===== src/rtl/core/dmo_ram.sv =====
// ----------------------------------------------------------------------------
// dmo_ram: generic single-port RAM
// One write or one read per cycle; the read data is registered.
// ----------------------------------------------------------------------------
`default_nettype none

module dmo_ram #(
  parameter int Width = 8,
  parameter int Depth = 256
) (
  input  wire logic                     clk_i,
  input  wire logic                     we_i,
  input  wire logic                     re_i,
  input  wire logic [$clog2(Depth)-1:0] addr_i,
  input  wire logic [Width-1:0]         wdata_i,
  output logic      [Width-1:0]         rdata_o
);

  logic [Width-1:0] mem_q [Depth];
  logic [Width-1:0] rdata_q;

  // Storage array and registered read port.
  always_ff @(posedge clk_i) begin
    if (we_i) begin
      mem_q[addr_i] <= wdata_i;
    end
    if (re_i) begin
      rdata_q <= mem_q[addr_i];
    end
  end

  assign rdata_o = rdata_q;

endmodule

`default_nettype wire


===== config.mk =====
export PLATFORM = sky130hd
export DESIGN_NAME = dmo_ram
export DESIGN_NICKNAME = d
export VERILOG_FILES = /design/src/rtl/core/dmo_ram.sv
export SDC_FILE = /design/constraint.sdc
export NUM_CORES = 2
export LEC_CHECK = 0
export ABC_AREA = 1
export BUFFER_PORTS_ARGS = -buffer_cell sky130_fd_sc_hd__buf_4
export CAP_MARGIN = 30
export CORE_ASPECT_RATIO = 1.75
export CORE_MARGIN = 3
export CORE_UTILIZATION = 47
export DETAILED_ROUTE_END_ITERATION = 10
export HOLD_SLACK_MARGIN = 0.03
export SYNTH_ARGS = -nofsm -noshare
export SYNTH_HDL_FRONTEND = slang
export SYNTH_SLANG_ARGS = --single-unit

===== constraint.sdc =====
create_clock -name clk_i -period 2.65 [get_ports clk_i]
set_input_delay 0.53 -clock clk_i [delete_from_list [all_inputs] [get_ports clk_i]]
set_output_delay 0.53 -clock clk_i [all_outputs]
set_load 0.01 [all_outputs]

# ---- After elaboration in Yosys (flattened, before gate mapping)
# Memory sizes are Yosys's and may differ from the RTL's. A register that Yosys moved wholly into a read port is not among the register bits.
# Cells that the tools add are included.
dict set report totals {
  register_bits 0
  ramBits 2048
  input_bits 19
  wordCells 3
  n_memories 1
}
dict set report classes {
  n_mux 2
}
# name depth word_bits read_ports rd_clocked_by_memory_dff wr line
set memory_table {}
lappend memory_table {mem_q 256 8 1 1 1 19} ;# logic [Width-1:0] mem_q [Depth];
# op n
set op_table {}
lappend op_table {{$mux W1} 2}

# ---- Logic depth before layout (Yosys ltp)
dict set report depth {
  word_depth 2
  mapped_depth 15
  mapped_depth_nobuf 13
}

# ---- Worst setup path before layout
# Ideal clock, no wire load.
dict set report synth_path {
  path_kind {in2reg}
  startpoint {input addr_i[1]}
  endpoint {memory mem_q[234][0], enable pin}
  setup_ns 0.370
  arrival_ns 2.000
  path_slack_ns 0.280
  stages 10
  cell_sequence {buf_4 -> inv_4 -> nor2_8 -> buf_4 -> buf_4 -> inv_2 -> nor2_1 -> nand2_1 -> clkbuf_1 -> nor2_1}
}
# element line
set synth_rtl {}
lappend synth_rtl {{from (decl)} 14} ;# input wire logic [$clog2(Depth)-1:0] addr_i,
lappend synth_rtl {{to (decl)} 19}
# No word-level cell before the write port.

==> flow_metrics.env <==
export IMPL_vdd_drop_max_v=0.000527
export IMPL_cp_cell_sequence="buf_8, inv_8, buf_12, buf_4, nand2_1, nand2_1, nand2_1, nand2_1, nand2_1, nand2_1, o21ai_0, nand2_1, nor2_1, nor2_1, nor2_1, nand2_1"
export IMPL_grt_pass1_vias=57700
export IMPL_synth_seq_cells=2056
export IMPL_overflow=0
export IMPL_avgSynthCellArea_um2=10.6
export IMPL_dieArea_um2=186000
export IMPL_yosysWarnings=0
export IMPL_syn_area_um2=84900
export IMPL_post_drt_wl_per_cell_um=23.2
export IMPL_register_area_um2=61700
export IMPL_powerDensity_nw_per_um2=672
export IMPL_muxShareOfSynthArea_pct=0
export IMPL_most_common_layout_cells="nand2_1, edfxtp_1, buf_4"
export IMPL_htree_levels=4
export IMPL_final_area_um2=98900
export IMPL_drive_gt1_share_pct=11.3
export IMPL_critPathArrivalTime_ns=3.05
export IMPL_synthSimpleGateAreaFrac_pct=23.8
export IMPL_max_slew_margin_pct=37.5
export IMPL_portBuffers=26
export IMPL_min_path_type="in -> reg"
export IMPL_fmax_mhz=406
export IMPL_worst_ep_required_time_ns=3.24
export IMPL_clk_pin_slew_ns=0.07
export IMPL_period_share_pct=92.9
export IMPL_finalSetupViolations=0
export IMPL_grt_pass1_wl_um=372000
export IMPL_final_antenna_net_count=0
export IMPL_critPathMaxFanout=39
export IMPL_clock_root_buffer="clkbuf_16"
export IMPL_die_h_um=568
export IMPL_dpl_cell_area_um2=93200
export IMPL_start_util_pct=47.4
export IMPL_final_common_cell="nand2_1"
export IMPL_antenna_found_initial=1
export IMPL_drt_initial_drc_count=4931
export IMPL_coreArea_um2=179000
export IMPL_setup_tns_ns=0
export IMPL_critPathSlowestCell="nor2_1"
export IMPL_syn_num_nets=8040
export IMPL_synth_compound_area_share_pct=1.13
export IMPL_cts_tree="built"
export IMPL_multi_input_area_um2=21200
export IMPL_synth_cell_types=17
export IMPL_clk_latency_ns=0.85
export IMPL_ys_seq_area_share_pct=72.7
export IMPL_crit_family="simple AND/OR/NAND/NOR gates"
export IMPL_cts_sinks=2056
export IMPL_finalMaxSlewViolations=0
export IMPL_synth_xor_area_share_pct=0
export IMPL_cts_setup_buffers=0
export IMPL_reg2reg_slack_ns=0.29
export IMPL_leakage_nw=40.0
export IMPL_max_stage_delay_ns=0.48
export IMPL_vias=58100
export IMPL_routed_wirelength_um=256000
export IMPL_hold_viol_final=0
export IMPL_critPathLaunchType="input pin"
export IMPL_syn_to_final_growth_pct=16.5
export IMPL_nFillCells=15400
export IMPL_period_needed_ns=2.46
export IMPL_pin_count=27
export IMPL_finalWeightedCongestion=0.957
export IMPL_synth_adder_area_share_pct=0
export IMPL_drc=0
export IMPL_cts_made_buffers=189
export IMPL_cap_violations=0
export IMPL_fp_row_count=205
export IMPL_vias_per_cell=5.27
export IMPL_finClkSkew_ns=0.0532
export IMPL_grt_total_usage_pct=27.3
export IMPL_setup_worst_path_class="in -> reg"
export IMPL_final_core_utilization_pct=55.3
export IMPL_worst_setup_path_end_kind="flip-flop"
export IMPL_place_detailed_hpwl_um=172000
export IMPL_crit_buf_inv=4
export IMPL_fin_nets=8528
export IMPL_worst_pin_slew_ns=0.933
export IMPL_clk_path_buf_depth=4
export IMPL_die_w_um=327
export IMPL_synth_top_family_by_area="simple AND/OR/NAND/NOR gates"
export IMPL_grt_setup_unrepaired="false"
export IMPL_power_mw=66.5
export IMPL_outcome="finished clean"
export IMPL_fin_cells=11000
export IMPL_first_pass_iters=5
export IMPL_synthCells=8021
export IMPL_cpMostUsedCell="nand2_1"
export IMPL_dp_cells=10700
export IMPL_grt_max_degree=80
path summary, 6_finish.rpt:
check | start | cells after the start | end
hold / removal | re_i | 1 | rdata_o[7]$_DFFE_PP_
setup reg to reg | mem_q[242][4]$_DFFE_PP_ | 14 | rdata_o[4]$_DFFE_PP_
setup / recovery | addr_i[0] | 16 | rdata_o[3]$_DFFE_PP_
hold reg to reg | mem_q[90][7]$_DFFE_PP_ | 10 | rdata_o[7]$_DFFE_PP_
registers in the layout, summed over array words and instances (netlist names):
name and flops:
rdata_o 8, mem_q 2048
per-stage QoR:
| stage | setup WS (ns) | hold WS [ns] |
|---|---|---|
| after CTS | 0.239 | 0.0805 |
| after detailed placement | -0.642 | 0.841 |
| after floorplan | 0.280 | 0.629 |
| after global routing | 0.140 | 0.0815 |
| final | 0.187 | 0.121 |
| after global placement | -0.633 | 0.842 |
cell type report:
type | instances | share of cell area [%]
Antenna cell | 2 | 0.00506
Clock buffer | 227 | 4.99
Clock inverter | 98 | 0.760
Inverter | 35 | 0.167
Multi-Input combinational cell | 5513 | 21.4
Sequential cell | 2056 | 62.4
Tap cell | 2380 | 3.01
Timing Repair Buffer | 714 | 7.23
where the power goes:
part / switching [mW] / internal, mW / leakage, nW / total [mW]
sequential: 0.0346 / 35.8 / 18.5 / 35.9
clock: 11.7 / 14.2 / 2.78 / 25.9
combinational: 3.35 / 1.38 / 18.7 / 4.73
total: 15.1 / 51.4 / 40.0 / 66.5
Yosys cell counts, drive strengths merged:
library cell | number | area share (%)
a21oi | 32 | 0.19
nand2 | 4771 | 21
nor2 | 362 | 1.6
inv | 35 | 0.16
buf | 247 | 1.4
clkbuf | 170 | 0.75
o21ai | 160 | 0.94
nand3 | 188 | 1.1
edfxtp | 2056 | 73
worst register-to-register path, stage by stage, from the launching register on:
cell	delay (ns)
edfxtp_1	0.37
nand2_1	0.07
nand2_1	0.04
nand2_1	0.06
nand2_1	0.11
nand2_1	0.09
nand2_1	0.10
o21ai_1	0.30
buf_4	0.20
nand2_1	0.06
nor2_1	0.08
buf_4	0.11
nor2_1	0.03
nor2_1	0.36
nand2_1	0.13
kinds of logic after synthesis:
family	count (synthesis)
AOI/OAI and AO/OA	192
buffers and inverters	452
DFF	2056
and+or+nand+nor	5321
layer usage:
layer  global-route usage, %  wire length [µm]  vias up
met5                       0                 0        -
met4                    19.1             20900        0
met3                    3.05             12600      632
met2                    49.8            134000     1897
met1                    29.2             87900    28200
li1                        -                 -    27300
repair_timing:
action                                 CTS  global route
gates resized for setup                  0             0
hold buffers                             1             0
endpoints found under the hold margin    5             0
(Power assumes the default switching activity.)
