File: config.mk
export PLATFORM = sky130hd
export DESIGN_NAME = dmo_wave
export DESIGN_NICKNAME = d
export VERILOG_FILES = /design/src/rtl/core/dmo_pkg.sv /design/src/rtl/core/dmo_wave.sv
export SDC_FILE = /design/constraint.sdc
export NUM_CORES = 1
export LEC_CHECK = 0
export BUFFER_PORTS_ARGS = -buffer_cell sky130_fd_sc_hd__buf_2
export CAP_MARGIN = 20
export CORE_AREA = 2 2 61 63
export DETAILED_ROUTE_END_ITERATION = 10
export DIE_AREA = 0 0 63 65
export PLACE_DENSITY = 0.72
export SYNTH_ARGS = -nofsm -noshare
export SYNTH_HDL_FRONTEND = slang
export SYNTH_SLANG_ARGS = --single-unit
File: constraint.sdc
create_clock -name vclk -period 4.51
set_input_delay 0.902 -clock vclk [all_inputs]
set_output_delay 0.902 -clock vclk [all_outputs]
set_load 0.01 [all_outputs]
File: src/rtl/core/dmo_pkg.sv
// ----------------------------------------------------------------------------
// dmo_pkg: shared types and constants of the multi-waveform oscillator
// Table geometry, waveform codes, register indexes and scale constants.
// ----------------------------------------------------------------------------
`default_nettype none

package dmo_pkg;

  // Wave table geometry.
  localparam int TABLE_DEPTH  = 256;
  localparam int TABLE_COUNT  = 6;
  localparam int STORE_DEPTH  = TABLE_COUNT * TABLE_DEPTH;
  localparam int STORE_AW     = $clog2(STORE_DEPTH);

  // Field widths.
  localparam int PHASE_W      = 16;
  localparam int SAMPLE_W     = 12;
  localparam int BYTE_W       = 8;
  localparam int SEL_W        = 3;
  localparam int WAVE_W       = 4;
  localparam int CFG_IDX_W    = 2;
  localparam int CFG_DATA_W   = 16;

  // Item kinds.
  localparam logic KIND_TICK  = 1'b0;
  localparam logic KIND_WRITE = 1'b1;

  // Configuration register indexes.
  localparam logic [CFG_IDX_W-1:0] CFG_PHASE_STEP  = 2'd0;
  localparam logic [CFG_IDX_W-1:0] CFG_WAVEFORM    = 2'd1;
  localparam logic [CFG_IDX_W-1:0] CFG_PULSE_WIDTH = 2'd2;

  // Waveform codes; table waveforms follow WAVE_TABLE0 in order.
  localparam logic [WAVE_W-1:0] WAVE_PW_SAW    = 4'd0;
  localparam logic [WAVE_W-1:0] WAVE_PW_SQUARE = 4'd1;
  localparam logic [WAVE_W-1:0] WAVE_SAW       = 4'd2;
  localparam logic [WAVE_W-1:0] WAVE_SQUARE    = 4'd3;
  localparam logic [WAVE_W-1:0] WAVE_TABLE0    = 4'd4;

  // Scale constants.
  localparam logic [SAMPLE_W-1:0] MID_SCALE   = 12'd2048;
  localparam logic [SAMPLE_W-1:0] FULL_SCALE  = 12'd4095;
  localparam logic [3:0]          DAC_CMD_A   = 4'h3;
  localparam logic [15:0]         PW_RESET    = 16'd2048;

  // Flat store address of one table entry.
  function automatic logic [STORE_AW-1:0] store_addr(input logic [SEL_W-1:0] tsel,
                                                     input logic [BYTE_W-1:0] tidx);
    logic [31:0] full;
    full = 32'(tsel) * 32'(TABLE_DEPTH) + (32'(tidx) % 32'(TABLE_DEPTH));
    return full[STORE_AW-1:0];
  endfunction

endpackage

`default_nettype wire

File: src/rtl/core/dmo_wave.sv
// ----------------------------------------------------------------------------
// dmo_wave: waveform shaper
// Forms the 12-bit sample from the phase, waveform, pulse width and a table byte.
// ----------------------------------------------------------------------------
`default_nettype none

module dmo_wave (
  input  wire logic [dmo_pkg::PHASE_W-1:0]  phase_i,
  input  wire logic [dmo_pkg::WAVE_W-1:0]   waveform_i,
  input  wire logic [15:0]                  pulse_width_i,
  input  wire logic [dmo_pkg::BYTE_W-1:0]   tbl_byte_i,
  output logic      [dmo_pkg::SAMPLE_W-1:0] sample_o
);

  import dmo_pkg::*;

  logic [SAMPLE_W-1:0] s;
  logic [SAMPLE_W-1:0] pw;
  logic [SAMPLE_W-1:0] half;
  logic [SAMPLE_W:0]   s_plus_h;
  logic [SAMPLE_W:0]   mid_plus_h;
  logic                in_window;
  logic                is_table;

  assign s          = phase_i[PHASE_W-1 -: SAMPLE_W];
  assign pw         = pulse_width_i[15 -: SAMPLE_W];
  assign half       = {1'b0, pw[SAMPLE_W-1:1]};
  assign s_plus_h   = {1'b0, s} + {1'b0, half};
  assign mid_plus_h = {1'b0, MID_SCALE} + {1'b0, half};

  // The pulse-width saw is silenced within half the pulse width on either side of mid-scale.
  assign in_window = (s_plus_h > {1'b0, MID_SCALE}) && ({1'b0, s} < mid_plus_h);

  assign is_table = (waveform_i >= WAVE_TABLE0) &&
                    ({1'b0, waveform_i} < ({1'b0, WAVE_TABLE0} + 5'(TABLE_COUNT)));

  // Waveform selection.
  always_comb begin
    sample_o = MID_SCALE;
    case (waveform_i)
      WAVE_PW_SAW:    sample_o = in_window ? '0 : s;
      WAVE_PW_SQUARE: sample_o = (s > pw) ? '0 : FULL_SCALE;
      WAVE_SAW:       sample_o = s;
      WAVE_SQUARE:    sample_o = (s > MID_SCALE) ? '0 : FULL_SCALE;
      default: begin
        if (is_table) begin
          sample_o = {tbl_byte_i, 4'b0000};
        end
      end
    endcase
  end

endmodule

`default_nettype wire

-- After elaboration in Yosys (flattened, before gate mapping)
Index checks and enable logic that the tools add are counted.
Widths: inputs -> output; s select.
- input bits: 44
- output and inout bits: 12
- logic and storage cells: 19
- bits in read-only memories: 0
- register bits: 0
- latch bits: 0
- memories: 0
- RAM bits: 0
- shift operators: 0
- magnitude comparators: 6
- divide/modulo/power cells: 0
- reduce and logical (&&, ||, !) cells: 3
- eq/ne operators: 3
- bitwise logic cells: 0
- multipliers: 0
- $add $sub $neg: 2
- muxes and demuxes: 5
- operators by type and width (operator ; number):
    $mux 12 ; 4
    $pmux 12 s4 ; 1
    $add 12x11->13 ; 1
    $add 12x11->13 const A ; 1
    $gt 13x12->1 const B ; 1
    $lt 12x13->1 ; 1
    $gt 12x12->1 ; 1
    $gt 12x12->1 const B ; 1
    $eq 4x2->1 const B ; 2
    $eq 4x1->1 const B ; 1
    $ge 4x3->1 const B ; 1
    $logic_not 4->1 ; 1
    $lt 4x4->1 const B ; 1
    $logic_and 1x1->1 ; 2

-- Depth between registers and ports, before layout
- depth in word-level cells: 5
- depth in mapped cells: 12
- mapped depth without buffers: 10

-- Least setup slack after synthesis
OpenSTA, ideal clock, no wires.
- path kind: in2out
- start point: input pulse_width_i[11]
- end point: output sample_o[8] (netlist name)
- data required time: 3608 ps
- stages on the path: 11
- arrival time: 3401 ps
- buffers on the path: 1
- path slack: 207 ps
- path through: inv_1 ha_1 buf_6 or4_4 a21o_1 a31o_1 nor4_1 a2111oi_2 o21ai_1 a21oi_1 o311ai_0
- word-level cells in the longest chain between the ends: 5
- elaborated cells between the ends (all ways): 9
- classes of those cells: 2 x add/sub; 3 x order compare; 3 x mux; 1 x reduce/logical
- RTL lines (element ; line ; RTL):
    from (decl) ; dmo_wave.sv:10 ; input wire logic [15:0] pulse_width_i,
    $add 12x11->13 (on tied branches) ; dmo_wave.sv:28, dmo_wave.sv:29 ;
    $gt 13x12->1 or $lt 12x13->1 (tied branches) ; dmo_wave.sv:32 ; assign in_window = (s_plus_h > {1'b0, MID_SCALE}) && ({1'b0, s} < mid_plus_h);
    $logic_and 1x1->1 ; dmo_wave.sv:32 ;
    $mux 12 ; dmo_wave.sv:41 ; WAVE_PW_SAW: sample_o = in_window ? '0 : s;
    $pmux 12 s4 * ; dmo_wave.sv:40 ; case (waveform_i)
    to (decl) ; dmo_wave.sv:12 ; output logic [dmo_pkg::SAMPLE_W-1:0] sample_o
Every way passes the cells marked *; elsewhere a longest branch is shown, timed or not.

-- Worst setup path after layout
- start point: input pulse_width_i[10]
- end point: output sample_o[6] (netlist name)
Same word-level chain as after synthesis.

==> reports/results.txt <==
Compound-Gate Fraction of Synth Area -> 36.6%
P_leak -> 1.16 nW
Full die area -> 4100 µm²
FF+latch area -> 0 µm²
Largest family of logic cells by synthesized area -> compound AO/OA/AOI/OAI gates
Unique masters post-synth -> 47
Vias -> 1808
Post-DR vias/cell -> 5.60
Routed WL -> 4720 µm
Final setup viols -> 5
Max Cap Viol -> 0
Peak supply drop -> 0.0367 mV
Antenna viol nets, final -> 0
Total power -> 0.000247 W
PD cells -> 109 nW/µm²
Net count reported at finish -> 356
Post-synthesis adder-cell area fraction -> 29.8%
Worst Max-Slew Pin Slew -> 700 ps
Per-cell routed wire length -> 14.6 µm
PortBufs -> 48
Worst hold path depth -> 4
Worst path required time -> 3610 ps
DP Worst Slack -> -136 ps
Core area -> 3500 µm²
Clock buffers -> 0
Register area share after synthesis -> 0%
Num rows -> 22
Unrepaired setup endpoints after global routing -> true
Setup_tns -> -39.5 ps
Antenna violations before repair -> 0
Crit Path Category -> in -> out
Filler instances -> 289
Seq Cell Count -> 0
FMAX -> 0.221 GHz
Crit path launch type -> primary input
Fin cells -> 323
Global-route wire length before repair -> 7540 µm
Hold Buf Count CTS -> 0
Initial Util -> 42.7%
Initial drt markers -> 73
Final worst-path setup slack -> -24.2 ps
Die width -> 63 µm
Gr ovfl total -> 0
Final slew viol count -> 0
Synth Area in Simple Gates -> 19.3%
Diodes inserted -> 0
Die Y -> 65 µm
Worst Path Arrival -> 3630 ps
Max FO, Critical Path -> 5
Vias in the first global route -> 1660
Synth Warn # -> 0
Tcrit/Tclk final -> 101%
GRT Util Overall -> 22.3%
Crit. End Element -> output port
Layout cells sized above 1 -> 41.5%
Synth Instances -> 202
Failing checks -> setup timing
Placer Congestion -> 0.871
Post-detail-place hpwl -> 3550 µm
HP Class -> in -> out
DR DRC count -> 0
First-pass detailed-route iteration total -> 4
Largest net degree at the start of global routing -> 13
Hold Vio Cnt, Final -> 0
Syn Nets -> 281
Syn_area_per_cell -> 7.40 µm²
Cells after DPL -> 315
Tmin final -> 4530 ps
Layout area overhead -> 51.5%
Post-Syn Area -> 1490 µm²
Max-slew headroom -> 53.3%
Num ports -> 56
Status -> finished, violations left
Mux contribution to synthesized area -> 1.34%
Finished Core Util -> 64.7%
Synth Area in XOR/XNOR -> 2.35%
[Yosys cell counts, types with 2 or more instances]
| library cell | instances | area, µm² |
|---|---|---|
| a211oi_1 | 2 | 15.0 |
| a21o_1 | 8 | 60.1 |
| a21oi_1 | 11 | 55.1 |
| a221oi_1 | 2 | 17.5 |
| a31oi_1 | 2 | 12.5 |
| buf_6 | 2 | 22.5 |
| clkbuf_1 | 3 | 11.3 |
| ha_1 | 34 | 425 |
| inv_1 | 31 | 116 |
| mux2i_1 | 2 | 20.0 |
| nand2_1 | 12 | 45.0 |
| nand2b_1 | 4 | 25.0 |
| nand4_1 | 3 | 18.8 |
| nor2_1 | 11 | 41.3 |
| nor2b_1 | 6 | 37.5 |
| nor3_1 | 10 | 50.1 |
| nor3b_1 | 2 | 15.0 |
| nor4_1 | 3 | 18.8 |
| o211a_1 | 2 | 20.0 |
| o211ai_1 | 5 | 37.5 |
| o21ai_0 | 7 | 35.0 |
| o22ai_1 | 2 | 12.5 |
| o311ai_2 | 6 | 97.6 |
| o31ai_1 | 7 | 52.6 |
| xnor2_1 | 3 | 26.3 |
[per-stage QoR]
stage | cell area (µm²) | hold WS [ps]
floorplan | 1490 | 1930
global placement | 1940 | 2100
global route | 2260 | 2130
detailed placement | 1940 | 2100
CTS | 2160 | 2100
finish | 2260 | 2100
[cells in the final DEF, fill, tap and decap left out, types with 2 or more instances in the layout]
cell type and instances:
a21o_1 8, a21oi_1 10, a221oi_1 2, a31oi_1 2, buf_12 3, buf_2 44, buf_4 26, buf_6 4
ha_1 30, ha_4 4, inv_1 28, inv_2 2, mux2i_1 2, nand2_1 12, nand2b_1 4, nand4_1 3
nor2_1 10, nor2b_1 6, nor3_1 9, nor4_1 2, o211a_1 2, o211ai_1 5, o21ai_0 5, o21ai_1 2
o22ai_1 2, o311ai_2 6, o31ai_2 5, xnor2_1 3
[final cells by class]
| type | instances | area, µm² | share of cell area (%) |
|---|---|---|---|
| multi-input cells | 165 | 1520 | 67.1 |
| repair buffers | 79 | 563 | 24.9 |
| inverters | 31 | 121 | 5.36 |
| well taps | 48 | 60.1 | 2.65 |
[critical path, cell delays in order]
cell and delay [ps]:
buf_8 80, clkinv_4 50, ha_4 200, or4_4 540
a21o_1 180, a31o_4 240, and3_4 180, a2111oi_4 320
nor2_2 60, o41ai_2 200, buf_4 200, buf_12 110
buf_12 100, o311ai_2 90, buf_2 180
[path summary, 6_finish.rpt]
check / from / endpoint / slack [ps]
max: pulse_width_i[10] / sample_o[6] / -20
min: tbl_byte_i[6] / sample_o[10] / 2100
[kinds of logic (layout without fill, tap and decap cells)]
logic type               count (synthesis)  in the layout
AO/OA/AOI/OAI                           68             68
AND/OR/NAND/NOR                         56             56
buffers and inverters                   37            110
adder cells (fa/ha/maj)                 35             35
XOR/XNOR                                 4              4
multiplexers                             2              2
[per-layer routing]
| layer | global-route usage, % | vias to the layer above | part of all wire, % |
|---|---|---|---|
| li1 | - | 902 | - |
| met1 | 28.0 | 826 | 40 |
| met2 | 43.1 | 66 | 53 |
| met3 | 0.347 | 14 | 3.9 |
| met4 | 3.61 | 0 | 2.8 |
| met5 | 0 | - | 0 |
[power by group]
| group | internal (W) | leakage, nW | total [W] | switching [W] |
|---|---|---|---|---|
| logic | 0.000117 | 1.16 | 0.000247 | 0.000130 |
| clock network | 0 | 0 | 0 | 0 |
| registers | 0 | 0 | 0 | 0 |
| total | 0.000117 | 1.16 | 0.000247 | 0.000130 |
[what timing repair did]
item	in CTS	in global routing
pin swaps	5	1
setup buffers	3	3
cloned	2	0
resized for setup	26	20
endpoints found under the setup margin	11	12
Note: power is estimated with default switching activity, not from simulation.
